==> src/hw/rtl/wfd_pkg.sv <==
// ----------------------------------------------------------------------------
// wfd_pkg: shared types and constants for the wall following drive step
// register indexes, bridge modes, stop causes and fixed-point constants
// ----------------------------------------------------------------------------
package wfd_pkg;

  localparam int unsigned COUNT_BITS_DEF = 24;

  localparam int unsigned CFG_IDX_W  = 3;
  localparam int unsigned CFG_DATA_W = 23;
  localparam int unsigned TGT_W      = 23;
  localparam int unsigned RANGE_W    = 16;

  localparam logic [RANGE_W-1:0] FRONT_STOP_MM = 16'd60;
  localparam logic [8:0]         RAMP_TICKS    = 9'd300;

  // floor(x / 300) == (x * RECIP_300) >> RECIP_SHIFT for x below 2^18
  localparam int unsigned RECIP_SHIFT = 26;
  localparam logic [17:0] RECIP_300   = 18'd223697;

  localparam logic [7:0]  WALL_SETPOINT_RST  = 8'd45;
  localparam logic [9:0]  WALL_NEAR_RST      = 10'd150;
  localparam logic [7:0]  WALL_GAIN_RST      = 8'd24;
  localparam logic [7:0]  ENCODER_GAIN_RST   = 8'd8;
  localparam logic [7:0]  MAX_CORRECTION_RST = 8'd60;
  localparam logic [7:0]  CRUISE_DUTY_RST    = 8'd120;
  localparam logic [7:0]  MIN_DUTY_RST       = 8'd60;
  localparam logic [22:0] TARGET_TICKS_RST   = 23'd2049;

  typedef enum logic [CFG_IDX_W-1:0] {
    CFG_WALL_SETPOINT  = 3'd0,
    CFG_WALL_NEAR      = 3'd1,
    CFG_WALL_GAIN      = 3'd2,
    CFG_ENCODER_GAIN   = 3'd3,
    CFG_MAX_CORRECTION = 3'd4,
    CFG_CRUISE_DUTY    = 3'd5,
    CFG_MIN_DUTY       = 3'd6,
    CFG_TARGET_TICKS   = 3'd7
  } cfg_idx_e;

  typedef enum logic [1:0] {
    MODE_COAST = 2'd0,
    MODE_FWD   = 2'd1,
    MODE_REV   = 2'd2,
    MODE_BRAKE = 2'd3
  } mode_e;

  typedef enum logic [1:0] {
    STOP_NONE   = 2'd0,
    STOP_FRONT  = 2'd1,
    STOP_TARGET = 2'd2
  } stop_e;

  typedef struct packed {
    mode_e      mode;
    logic [7:0] duty;
  } drv_t;

endpackage

==> src/hw/rtl/wfd_if.sv <==
// ----------------------------------------------------------------------------
// wfd channel interfaces
// valid/ready channels for the sensor request and the drive result
// ----------------------------------------------------------------------------
interface wfd_in_if import wfd_pkg::*; #(
  parameter int unsigned COUNT_BITS = COUNT_BITS_DEF
);
  logic                         valid;
  logic                         ready;
  logic signed [COUNT_BITS-1:0] left_count;
  logic signed [COUNT_BITS-1:0] right_count;
  logic        [RANGE_W-1:0]    front_range;
  logic        [RANGE_W-1:0]    left_range;
  logic        [RANGE_W-1:0]    right_range;

  modport source (
    output valid, left_count, right_count, front_range, left_range, right_range,
    input  ready
  );
  modport sink (
    input  valid, left_count, right_count, front_range, left_range, right_range,
    output ready
  );
endinterface

interface wfd_out_if;
  logic       valid;
  logic       ready;
  logic       move_done;
  logic [1:0] stop_cause;
  logic [1:0] left_mode;
  logic [7:0] left_duty;
  logic [1:0] right_mode;
  logic [7:0] right_duty;

  modport source (
    output valid, move_done, stop_cause, left_mode, left_duty, right_mode, right_duty,
    input  ready
  );
  modport sink (
    input  valid, move_done, stop_cause, left_mode, left_duty, right_mode, right_duty,
    output ready
  );
endinterface

==> src/hw/rtl/wall_following_drive_step_top.sv <==
// ----------------------------------------------------------------------------
// wall_following_drive_step_top: one control tick of a straight move
// stop check, steering correction, end ramp and bridge drive per tick
// ----------------------------------------------------------------------------
// stages: seven register stages, the result is held in the seventh stage register
// throughput: one request per cycle through seven stages while out_o is not stalled
// stalls: each stage holds while the stage after it is full and stalled
// reset: clears every stage valid bit and loads the register defaults
// ----------------------------------------------------------------------------
module wall_following_drive_step_top import wfd_pkg::*; #(
  parameter int unsigned COUNT_BITS = COUNT_BITS_DEF
) (
  input  logic                  clk_i,
  input  logic                  rst_ni,
  input  logic                  cfg_we_i,
  input  logic [CFG_IDX_W-1:0]  cfg_idx_i,
  input  logic [CFG_DATA_W-1:0] cfg_data_i,
  wfd_in_if.sink                in_i,
  wfd_out_if.source             out_o
);

  localparam int unsigned NSTG  = 7;
  localparam int unsigned DW    = COUNT_BITS + 1;
  localparam int unsigned CW    = DW + 9;
  localparam int unsigned TRV_W = ((COUNT_BITS > TGT_W) ? COUNT_BITS : TGT_W) + 1;

  // configuration registers
  logic [7:0]       wall_setpoint_q, wall_gain_q, encoder_gain_q;
  logic [7:0]       max_correction_q, cruise_duty_q, min_duty_q;
  logic [9:0]       wall_near_q;
  logic [TGT_W-1:0] target_ticks_q;

  always_ff @(posedge clk_i or negedge rst_ni) begin
    if (!rst_ni) begin
      wall_setpoint_q  <= WALL_SETPOINT_RST;
      wall_near_q      <= WALL_NEAR_RST;
      wall_gain_q      <= WALL_GAIN_RST;
      encoder_gain_q   <= ENCODER_GAIN_RST;
      max_correction_q <= MAX_CORRECTION_RST;
      cruise_duty_q    <= CRUISE_DUTY_RST;
      min_duty_q       <= MIN_DUTY_RST;
      target_ticks_q   <= TARGET_TICKS_RST;
    end else if (cfg_we_i) begin
      unique case (cfg_idx_e'(cfg_idx_i))
        CFG_WALL_SETPOINT:  wall_setpoint_q  <= cfg_data_i[7:0];
        CFG_WALL_NEAR:      wall_near_q      <= cfg_data_i[9:0];
        CFG_WALL_GAIN:      wall_gain_q      <= cfg_data_i[7:0];
        CFG_ENCODER_GAIN:   encoder_gain_q   <= cfg_data_i[7:0];
        CFG_MAX_CORRECTION: max_correction_q <= cfg_data_i[7:0];
        CFG_CRUISE_DUTY:    cruise_duty_q    <= cfg_data_i[7:0];
        CFG_MIN_DUTY:       min_duty_q       <= cfg_data_i[7:0];
        CFG_TARGET_TICKS:   target_ticks_q   <= cfg_data_i[TGT_W-1:0];
        default: ;
      endcase
    end
  end

  // pipeline flow control
  logic [NSTG-1:0] v_q;
  logic [NSTG-1:0] en;

  always_comb begin
    en[NSTG-1] = !v_q[NSTG-1] || out_o.ready;
    for (int k = NSTG - 2; k >= 0; k--) begin
      en[k] = !v_q[k] || en[k+1];
    end
  end

  assign in_i.ready = en[0];

  always_ff @(posedge clk_i or negedge rst_ni) begin
    if (!rst_ni) begin
      v_q <= '0;
    end else begin
      if (en[0]) begin
        v_q[0] <= in_i.valid;
      end
      for (int k = 1; k < NSTG; k++) begin
        if (en[k]) begin
          v_q[k] <= v_q[k-1];
        end
      end
    end
  end

  function automatic drv_t drive_side(logic signed [10:0] s, logic [7:0] mn);
    logic signed [10:0] mns;
    logic signed [10:0] t;
    logic signed [10:0] nt;
    drv_t               d;
    mns = $signed({3'b000, mn});
    t   = s;
    if (t != 11'sd0 && t < mns && t > -mns) begin
      t = t[10] ? -mns : mns;
    end
    if (t > 11'sd255) begin
      t = 11'sd255;
    end
    if (t < -11'sd255) begin
      t = -11'sd255;
    end
    nt = -t;
    if (t > 11'sd0) begin
      d.mode = MODE_FWD;
      d.duty = t[7:0];
    end else if (t < 11'sd0) begin
      d.mode = MODE_REV;
      d.duty = nt[7:0];
    end else begin
      d.mode = MODE_COAST;
      d.duty = 8'd0;
    end
    return d;
  endfunction

  // stage 1: magnitudes, travel, wall flags, correction operand
  logic [COUNT_BITS-1:0] al, ar;
  logic [COUNT_BITS:0]   abs_sum;
  logic                  wl, wr;
  logic signed [DW-1:0]  diff_d;
  logic [7:0]            gain_d;
  logic                  s1_front_q;
  logic [COUNT_BITS-1:0] s1_travel_q;
  logic signed [DW-1:0]  s1_diff_q;
  logic [7:0]            s1_gain_q;

  always_comb begin
    al      = in_i.left_count[COUNT_BITS-1]  ? (~in_i.left_count + 1'b1)
                                             : in_i.left_count;
    ar      = in_i.right_count[COUNT_BITS-1] ? (~in_i.right_count + 1'b1)
                                             : in_i.right_count;
    abs_sum = {1'b0, al} + {1'b0, ar};
    wl      = in_i.left_range  < {6'd0, wall_near_q};
    wr      = in_i.right_range < {6'd0, wall_near_q};
    gain_d  = wall_gain_q;
    if (wl && wr) begin
      diff_d = $signed({{(DW-RANGE_W){1'b0}}, in_i.left_range})
             - $signed({{(DW-RANGE_W){1'b0}}, in_i.right_range});
    end else if (wl) begin
      diff_d = $signed({{(DW-RANGE_W){1'b0}}, in_i.left_range})
             - $signed({{(DW-8){1'b0}}, wall_setpoint_q});
    end else if (wr) begin
      diff_d = $signed({{(DW-8){1'b0}}, wall_setpoint_q})
             - $signed({{(DW-RANGE_W){1'b0}}, in_i.right_range});
    end else begin
      diff_d = $signed({1'b0, ar}) - $signed({1'b0, al});
      gain_d = encoder_gain_q;
    end
  end

  always_ff @(posedge clk_i) begin
    if (en[0]) begin
      s1_front_q  <= (in_i.front_range != '0) && (in_i.front_range < FRONT_STOP_MM);
      s1_travel_q <= abs_sum[COUNT_BITS:1];
      s1_diff_q   <= diff_d;
      s1_gain_q   <= gain_d;
    end
  end

  // stage 2: raw correction, target compare, remaining ticks
  logic [TRV_W-1:0]     trv_ext, tgt_ext, rem_full;
  logic                 s2_front_q, s2_tgt_q, s2_near_q;
  logic [8:0]           s2_rem_q;
  logic signed [CW-1:0] s2_corr_q;

  always_comb begin
    trv_ext  = {{(TRV_W-COUNT_BITS){1'b0}}, s1_travel_q};
    tgt_ext  = {{(TRV_W-TGT_W){1'b0}}, target_ticks_q};
    rem_full = tgt_ext - trv_ext;
  end

  always_ff @(posedge clk_i) begin
    if (en[1]) begin
      s2_front_q <= s1_front_q;
      s2_tgt_q   <= trv_ext >= tgt_ext;
      s2_near_q  <= (trv_ext < tgt_ext) && (rem_full < {{(TRV_W-9){1'b0}}, RAMP_TICKS});
      s2_rem_q   <= rem_full[8:0];
      s2_corr_q  <= CW'(s1_diff_q * $signed({1'b0, s1_gain_q}));
    end
  end

  // stage 3: clamp correction
  logic signed [CW-1:0] lim_s;
  logic signed [12:0]   clamp_d;
  logic                 s3_front_q, s3_tgt_q, s3_near_q;
  logic [8:0]           s3_rem_q;
  logic signed [12:0]   s3_corr_q;

  always_comb begin
    lim_s = $signed({{(CW-12){1'b0}}, max_correction_q, 4'b0000});
    if (s2_corr_q > lim_s) begin
      clamp_d = lim_s[12:0];
    end else if (s2_corr_q < -lim_s) begin
      clamp_d = -lim_s[12:0];
    end else begin
      clamp_d = s2_corr_q[12:0];
    end
  end

  always_ff @(posedge clk_i) begin
    if (en[2]) begin
      s3_front_q <= s2_front_q;
      s3_tgt_q   <= s2_tgt_q;
      s3_near_q  <= s2_near_q;
      s3_rem_q   <= s2_rem_q;
      s3_corr_q  <= clamp_d;
    end
  end

  // stage 4: wheel speeds, truncating toward zero
  logic signed [13:0] base_s, sum_l, sum_r, adj_l, adj_r;
  logic               s4_front_q, s4_tgt_q, s4_near_q;
  logic [8:0]         s4_rem_q;
  logic signed [9:0]  s4_sl_q, s4_sr_q;

  always_comb begin
    base_s = $signed({2'b00, cruise_duty_q, 4'b0000});
    sum_l  = base_s - {s3_corr_q[12], s3_corr_q};
    sum_r  = base_s + {s3_corr_q[12], s3_corr_q};
    adj_l  = sum_l + $signed({10'd0, {4{sum_l[13]}}});
    adj_r  = sum_r + $signed({10'd0, {4{sum_r[13]}}});
  end

  always_ff @(posedge clk_i) begin
    if (en[3]) begin
      s4_front_q <= s3_front_q;
      s4_tgt_q   <= s3_tgt_q;
      s4_near_q  <= s3_near_q;
      s4_rem_q   <= s3_rem_q;
      s4_sl_q    <= adj_l[13:4];
      s4_sr_q    <= adj_r[13:4];
    end
  end

  // stage 5: ramp numerator
  logic signed [10:0] dl, dr;
  logic               s5_front_q, s5_tgt_q, s5_near_q;
  logic signed [9:0]  s5_sl_q, s5_sr_q;
  logic signed [20:0] s5_pl_q, s5_pr_q;

  always_comb begin
    dl = {s4_sl_q[9], s4_sl_q} - $signed({3'b000, min_duty_q});
    dr = {s4_sr_q[9], s4_sr_q} - $signed({3'b000, min_duty_q});
  end

  always_ff @(posedge clk_i) begin
    if (en[4]) begin
      s5_front_q <= s4_front_q;
      s5_tgt_q   <= s4_tgt_q;
      s5_near_q  <= s4_near_q;
      s5_sl_q    <= s4_sl_q;
      s5_sr_q    <= s4_sr_q;
      s5_pl_q    <= $signed({1'b0, s4_rem_q}) * dl;
      s5_pr_q    <= $signed({1'b0, s4_rem_q}) * dr;
    end
  end

  // stage 6: divide magnitude by ramp length through reciprocal
  logic signed [20:0] nl, nr;
  logic [17:0]        ml, mr;
  logic [35:0]        prod_l, prod_r;
  logic               s6_front_q, s6_tgt_q, s6_near_q;
  logic signed [9:0]  s6_sl_q, s6_sr_q;
  logic [8:0]         s6_ql_q, s6_qr_q;
  logic               s6_negl_q, s6_negr_q;

  always_comb begin
    nl     = -s5_pl_q;
    nr     = -s5_pr_q;
    ml     = s5_pl_q[20] ? nl[17:0] : s5_pl_q[17:0];
    mr     = s5_pr_q[20] ? nr[17:0] : s5_pr_q[17:0];
    prod_l = ml * RECIP_300;
    prod_r = mr * RECIP_300;
  end

  always_ff @(posedge clk_i) begin
    if (en[5]) begin
      s6_front_q <= s5_front_q;
      s6_tgt_q   <= s5_tgt_q;
      s6_near_q  <= s5_near_q;
      s6_sl_q    <= s5_sl_q;
      s6_sr_q    <= s5_sr_q;
      s6_ql_q    <= prod_l[RECIP_SHIFT+8:RECIP_SHIFT];
      s6_qr_q    <= prod_r[RECIP_SHIFT+8:RECIP_SHIFT];
      s6_negl_q  <= s5_pl_q[20];
      s6_negr_q  <= s5_pr_q[20];
    end
  end

  // stage 7: ramp finish, bridge drive, output register
  logic signed [10:0] ql_s, qr_s, spd_l, spd_r;
  drv_t               drv_l, drv_r;
  logic               s7_done_q;
  stop_e              s7_cause_q;
  drv_t               s7_l_q, s7_r_q;

  always_comb begin
    ql_s  = $signed({2'b00, s6_ql_q});
    qr_s  = $signed({2'b00, s6_qr_q});
    spd_l = {s6_sl_q[9], s6_sl_q};
    spd_r = {s6_sr_q[9], s6_sr_q};
    if (s6_near_q) begin
      spd_l = (s6_negl_q ? -ql_s : ql_s) + $signed({3'b000, min_duty_q});
      spd_r = (s6_negr_q ? -qr_s : qr_s) + $signed({3'b000, min_duty_q});
    end
    drv_l = drive_side(spd_l, min_duty_q);
    drv_r = drive_side(spd_r, min_duty_q);
  end

  always_ff @(posedge clk_i) begin
    if (en[6]) begin
      if (s6_front_q || s6_tgt_q) begin
        s7_done_q  <= 1'b1;
        s7_cause_q <= s6_front_q ? STOP_FRONT : STOP_TARGET;
        s7_l_q     <= '{mode: MODE_BRAKE, duty: 8'd0};
        s7_r_q     <= '{mode: MODE_BRAKE, duty: 8'd0};
      end else begin
        s7_done_q  <= 1'b0;
        s7_cause_q <= STOP_NONE;
        s7_l_q     <= drv_l;
        s7_r_q     <= drv_r;
      end
    end
  end

  assign out_o.valid      = v_q[NSTG-1];
  assign out_o.move_done  = s7_done_q;
  assign out_o.stop_cause = 2'(s7_cause_q);
  assign out_o.left_mode  = 2'(s7_l_q.mode);
  assign out_o.left_duty  = s7_l_q.duty;
  assign out_o.right_mode = 2'(s7_r_q.mode);
  assign out_o.right_duty = s7_r_q.duty;

  // checks
  a_backpressure_only: assert property (@(posedge clk_i) disable iff (!rst_ni)
    !in_i.ready |-> (out_o.valid && !out_o.ready))
    else $error("request refused without a stalled result");

  a_done_brakes: assert property (@(posedge clk_i) disable iff (!rst_ni)
    (out_o.valid && out_o.move_done) |->
      (s7_l_q.mode == MODE_BRAKE && s7_r_q.mode == MODE_BRAKE &&
       s7_l_q.duty == 8'd0 && s7_r_q.duty == 8'd0 && s7_cause_q != STOP_NONE))
    else $error("stopped tick without brake");

  a_run_no_brake: assert property (@(posedge clk_i) disable iff (!rst_ni)
    (out_o.valid && !out_o.move_done) |->
      (s7_cause_q == STOP_NONE && s7_l_q.mode != MODE_BRAKE &&
       s7_r_q.mode != MODE_BRAKE))
    else $error("running tick with brake or stop cause");

  a_coast_zero: assert property (@(posedge clk_i) disable iff (!rst_ni)
    (out_o.valid && !out_o.move_done) |->
      ((s7_l_q.duty == 8'd0) == (s7_l_q.mode == MODE_COAST) &&
       (s7_r_q.duty == 8'd0) == (s7_r_q.mode == MODE_COAST)))
    else $error("zero duty and coast mode disagree");

  a_min_duty: assert property (@(posedge clk_i) disable iff (!rst_ni)
    (out_o.valid && !out_o.move_done && s7_l_q.duty != 8'd0) |->
      (s7_l_q.duty >= min_duty_q))
    else $error("left duty below minimum");

endmodule

==> src/flat_wrapper.sv <==
// flat-port wrapper written by rule: the top's interface ports become plain ports
module wall_following_drive_step_top_flat import wfd_pkg::*;
#(
  parameter int unsigned COUNT_BITS = COUNT_BITS_DEF
)
  (clk_i, rst_ni, cfg_we_i, cfg_idx_i, cfg_data_i, in_i_valid, in_i_left_count, in_i_right_count, in_i_front_range, in_i_left_range, in_i_right_range, in_i_ready, out_o_valid, out_o_move_done, out_o_stop_cause, out_o_left_mode, out_o_left_duty, out_o_right_mode, out_o_right_duty, out_o_ready);
  wfd_in_if #(.COUNT_BITS(COUNT_BITS)) in_i_i ();
  wfd_out_if out_o_i ();
  input  logic clk_i;
  input  logic rst_ni;
  input  logic cfg_we_i;
  input  logic [CFG_IDX_W-1:0] cfg_idx_i;
  input  logic [CFG_DATA_W-1:0] cfg_data_i;
  input wire logic [$bits(in_i_i.valid)-1:0] in_i_valid;
  input wire logic [$bits(in_i_i.left_count)-1:0] in_i_left_count;
  input wire logic [$bits(in_i_i.right_count)-1:0] in_i_right_count;
  input wire logic [$bits(in_i_i.front_range)-1:0] in_i_front_range;
  input wire logic [$bits(in_i_i.left_range)-1:0] in_i_left_range;
  input wire logic [$bits(in_i_i.right_range)-1:0] in_i_right_range;
  output wire logic [$bits(in_i_i.ready)-1:0] in_i_ready;
  output wire logic [$bits(out_o_i.valid)-1:0] out_o_valid;
  output wire logic [$bits(out_o_i.move_done)-1:0] out_o_move_done;
  output wire logic [$bits(out_o_i.stop_cause)-1:0] out_o_stop_cause;
  output wire logic [$bits(out_o_i.left_mode)-1:0] out_o_left_mode;
  output wire logic [$bits(out_o_i.left_duty)-1:0] out_o_left_duty;
  output wire logic [$bits(out_o_i.right_mode)-1:0] out_o_right_mode;
  output wire logic [$bits(out_o_i.right_duty)-1:0] out_o_right_duty;
  input wire logic [$bits(out_o_i.ready)-1:0] out_o_ready;
  assign in_i_i.valid = in_i_valid;
  assign in_i_i.left_count = in_i_left_count;
  assign in_i_i.right_count = in_i_right_count;
  assign in_i_i.front_range = in_i_front_range;
  assign in_i_i.left_range = in_i_left_range;
  assign in_i_i.right_range = in_i_right_range;
  assign in_i_ready = in_i_i.ready;
  assign out_o_valid = out_o_i.valid;
  assign out_o_move_done = out_o_i.move_done;
  assign out_o_stop_cause = out_o_i.stop_cause;
  assign out_o_left_mode = out_o_i.left_mode;
  assign out_o_left_duty = out_o_i.left_duty;
  assign out_o_right_mode = out_o_i.right_mode;
  assign out_o_right_duty = out_o_i.right_duty;
  assign out_o_i.ready = out_o_ready;
  wall_following_drive_step_top #(.COUNT_BITS(COUNT_BITS)) u_core (.clk_i(clk_i), .rst_ni(rst_ni), .cfg_we_i(cfg_we_i), .cfg_idx_i(cfg_idx_i), .cfg_data_i(cfg_data_i), .in_i(in_i_i), .out_o(out_o_i));
endmodule
==> config.mk <==
export PLATFORM = sky130hd
export DESIGN_NAME = wall_following_drive_step_top_flat
export DESIGN_NICKNAME = d
export VERILOG_FILES = /design/src/hw/rtl/wfd_pkg.sv /design/src/hw/rtl/wfd_if.sv /design/src/hw/rtl/wall_following_drive_step_top.sv /design/src/flat_wrapper.sv
export SDC_FILE = /design/constraint.sdc
export NUM_CORES = 2
export LEC_CHECK = 0
export BUFFER_PORTS_ARGS = -buffer_cell sky130_fd_sc_hd__buf_4
export CAP_MARGIN = 20
export CELL_PAD_IN_SITES_DETAIL_PLACEMENT = 1
export CELL_PAD_IN_SITES_GLOBAL_PLACEMENT = 2
export CORE_MARGIN = 3
export CORE_UTILIZATION = 25
export DETAILED_ROUTE_END_ITERATION = 12
export PLACE_DENSITY = 0.56
export SLEW_MARGIN = 10
export SYNTH_ARGS = -nofsm -noshare
export SYNTH_HDL_FRONTEND = slang
export SYNTH_SLANG_ARGS = --single-unit
==> constraint.sdc <==
create_clock -name clk_i -period 14.4 [get_ports clk_i]
set_input_delay 0.72 -clock clk_i [delete_from_list [all_inputs] [get_ports clk_i]]
set_output_delay 0.72 -clock clk_i [all_outputs]
set_load 0.05 [all_outputs]
==> results.py <==
metrics = {
    "final_layout": {
        "drive_above_1_share_pct": 8.144,
        "fillers": 23330,
        "area_growth_pct": 12.40,
        "nets": 6841,
    },
    "run": {
        "maxCapViolations": 0,
    },
    "global_route": {
        "overflow": 0,
        "grt_use_met3_pct": 1.472,
        "met1_usage_pct": 19.09,
        "grt_pass1_vias": 41290,
        "busiest_layer": "met2",
        "grt_use_met2_pct": 26.24,
        "antenna_found_initial": 7,
        "grt_pass1_wl_um": 243300,
        "grtUsageTotal_pct": 14.72,
        "grt_max_degree": 63,
    },
    "logic_synthesis": {
        "synth_area_leaders": "fa_1, edfxtp_1, ha_1",
        "syn-num-nets": 6682,
        "synth_area_um2": 51120,
        "async_flop_share_pct": 23.40,
        "syn_avg_cell_area_um2": 9.642,
        "synthFlopType": "edfxtp_1",
        "syn_inst": 5302,
        "ys_types": 101,
        "synth-seq-cells": 376,
        "synth_edf_count": 288,
        "synth_warnings": 0,
        "synth_top_area_share_pct": 22.12,
        "seq_area_frac_synth_pct": 21.28,
        "synth_top_area_cell": "fa_1",
    },
    "worst_setup_path": {
        "r2r_end": "u_core.s6_qr_q[6]",
        "worstPathArrival_ps": 8880,
        "r2r_setup_slack_ps": 5890,
        "cp-end-kind": "flip-flop",
        "crit_required_ps": 14770,
        "r2r-start": "u_core.s5_pr_q[0]",
        "crit_type": "reg -> reg",
        "cpMostUsedCell": "fa_1",
        "cp-start-kind": "flip-flop",
        "reg2reg_depth": 27,
        "crit_path_top_delay_cell": "fa_1",
        "slowest_delay_ps": 590,
        "worstPathMaxFanout": 8,
    },
    "detailed_routing": {
        "wire_per_inst_um": 18.73,
        "drc": 0,
        "route.vias.total": 37190,
        "drt-initial-drc-count": 1532,
        "antenna_left": 0,
        "postRouteWirelength_um": 153100,
        "drt_pass1_iterations": 5,
        "viasPerCell": 4.549,
    },
    "clock_network": {
        "root_buffer": "clkbuf_16",
        "clk_pin_slew_worst_paths_ps": 60,
        "cts_tree": "yes",
        "clock_latency_ps": 660,
        "cts_num_sinks": 376,
        "cts.path.max_buffers": 3,
        "htreeDepth": 2,
        "cts_buffers": 49,
        "cts_setup_buffers": 0,
    },
    "floorplanning": {
        "die_x_um": 458.2,
        "coreArea_um2": 202700,
        "die_h_um": 458.2,
        "row_count": 165,
        "start_util_pct": 25.22,
        "dieArea_um2": 210000,
        "num_io_pins": 152,
    },
    "sta": {
        "max_freq_mhz": 117.5,
        "slew_headroom_pct": 23.95,
        "period_share_pct": 59.11,
        "slew_violations": 0,
        "tightest_slew_ps": 1141,
        "setup_tns_ps": 0,
        "final.min_clock_period_ps": 8512,
        "finalSetupViolations": 0,
        "fin_skew_ps": 37.56,
        "rsz0062_at_grt": "false",
        "hold_viol": 0,
    },
    "status": {
        "status": "complete, no violations",
    },
    "placed_design": {
        "portBuffers": 151,
        "dpl.hpwl_um": 128300,
        "gp_congestion": 0.8352,
    },
    "worst_hold_path": {
        "whs_path_depth": 2,
        "min_to": "u_core.v_q[0]",
        "min_path_type": "in -> reg",
        "hold_start": "in_i_valid",
    },
}
[cells in the mapped netlist, types with 32 or more instances]
library cell and count:
a21o_1 81, a21oi_1 205, and2_1 250, clkbuf_1 102, dfrtp_1 63, edfxtp_1 288
fa_1 565, ha_1 688, inv_1 957, mux2_2 64, nand2_1 373, nand2b_1 64
nand3_1 64, nor2_1 232, nor2b_1 80, nor3_1 77, o21a_1 54, o21ai_0 207
o31ai_1 32, xnor2_1 250, xor2_1 78
[stage by stage]
step | setup slack, ps | instances | area (µm²) | utilization (%) | hold WS [ps]
final | 5888 | 8175 | 57460 | 28.34 | 270.7
after global routing | 5371 | 8174 | 57460 | 28.34 | 228.3
after CTS | 5734 | 8170 | 57420 | 28.32 | 208.4
after detailed placement | 5770 | 8078 | 55680 | 27.47 | 406.2
after global placement | 5791 | 8078 | 55680 | 27.47 | 403.9
after floorplan | 6833 | 5302 | 51120 | - | 400.3
[layout by cell type (no fill, tap or decap), drive strengths merged, types with 80 or more instances in the layout]
cell type	instances
a21o	82
a21oi	205
and2	251
buf	215
edfxtp	288
fa	565
ha	688
inv	970
nand2	374
nor2	232
nor2b	80
o21ai	213
xnor2	250
[metal layers]
| layer | part of all wire [%] | vias up |
|---|---|---|
| met5 | 0 | - |
| met4 | 2.4 | 0 |
| met3 | 2.4 | 150 |
| met2 | 49 | 373 |
| met1 | 46 | 18680 |
| li1 | - | 17990 |
[flip-flops by register name (all words and copies together) (netlist names), 10 cells and up]
| register | cells |
|---|---|
| u_core.s1_diff_q | 25 |
| u_core.s1_travel_q | 24 |
| u_core.s2_corr_q | 34 |
| u_core.s3_corr_q | 13 |
| u_core.s4_sl_q | 10 |
| u_core.s4_sr_q | 10 |
| u_core.s5_pl_q | 19 |
| u_core.s5_pr_q | 19 |
| u_core.s5_sl_q | 10 |
| u_core.s5_sr_q | 10 |
| u_core.s6_sl_q | 10 |
| u_core.s6_sr_q | 10 |
| u_core.target_ticks_q | 23 |
| u_core.wall_near_q | 10 |
[cells by family (layout without fill, tap and decap cells)]
family	after synthesis	in the layout	share of synthesized area, %
mux	82	82	1.765
buf+inv	1069	1268	7.873
compound gates	867	867	11.29
fa+ha+maj	1253	1253	38.96
simple gates	1326	1326	13.17
other cells	0	2	0
xor+xnor	329	329	5.651
flops	376	376	21.28
[timing repair]
action,in CTS,in global routing
endpoints found under the setup margin,0,0
hold buffers,1,0
endpoints found under the hold margin,24,0
gates resized for setup,0,0
[how the worst max path moves through the flow]
stage	startpoint	endpoint	slack, ps	cells after the start
floorplan	u_core.s5_pr_q[0]	u_core.s6_qr_q[6]	6830	27
global placement	u_core.s5_pr_q[0]	u_core.s6_qr_q[7]	5790	27
detailed placement	u_core.s5_pr_q[0]	u_core.s6_qr_q[6]	5770	27
CTS	u_core.s5_pr_q[0]	u_core.s6_qr_q[6]	5730	27
global route	u_core.min_duty_q[1]	u_core.s5_pl_q[17]	5370	29
finish	u_core.s5_pr_q[0]	u_core.s6_qr_q[6]	5890	27
[final cells by class]
| class | instances | area [µm²] | area share (%) |
|---|---|---|---|
| antenna | 2 | 5.005 | 0.008710 |
| tap | 2672 | 3343 | 5.818 |
| sequential | 376 | 10880 | 18.94 |
| multi-input combinational | 3857 | 36250 | 63.09 |
| timing repair buffer | 218 | 1657 | 2.883 |
| inverter | 959 | 3600 | 6.265 |
| clock buffer | 50 | 1230 | 2.140 |
| clock inverter | 41 | 493.0 | 0.8579 |
[worst max-delay path: cells and delay by family (launching register included)]
| family | cells | cell delay, ps |
|---|---|---|
| adder cells (fa/ha/maj) | 7 | 3310 |
| XOR/XNOR | 2 | 400 |
| buffers and inverters | 4 | 430 |
| AO/OA/AOI/OAI | 7 | 1730 |
| flip-flops | 1 | 550 |
| AND/OR/NAND/NOR | 7 | 1820 |
Power is left out: the tool's default activity adds up to more than one toggle a clock period on the data nets, which glitch-free logic cannot reach.
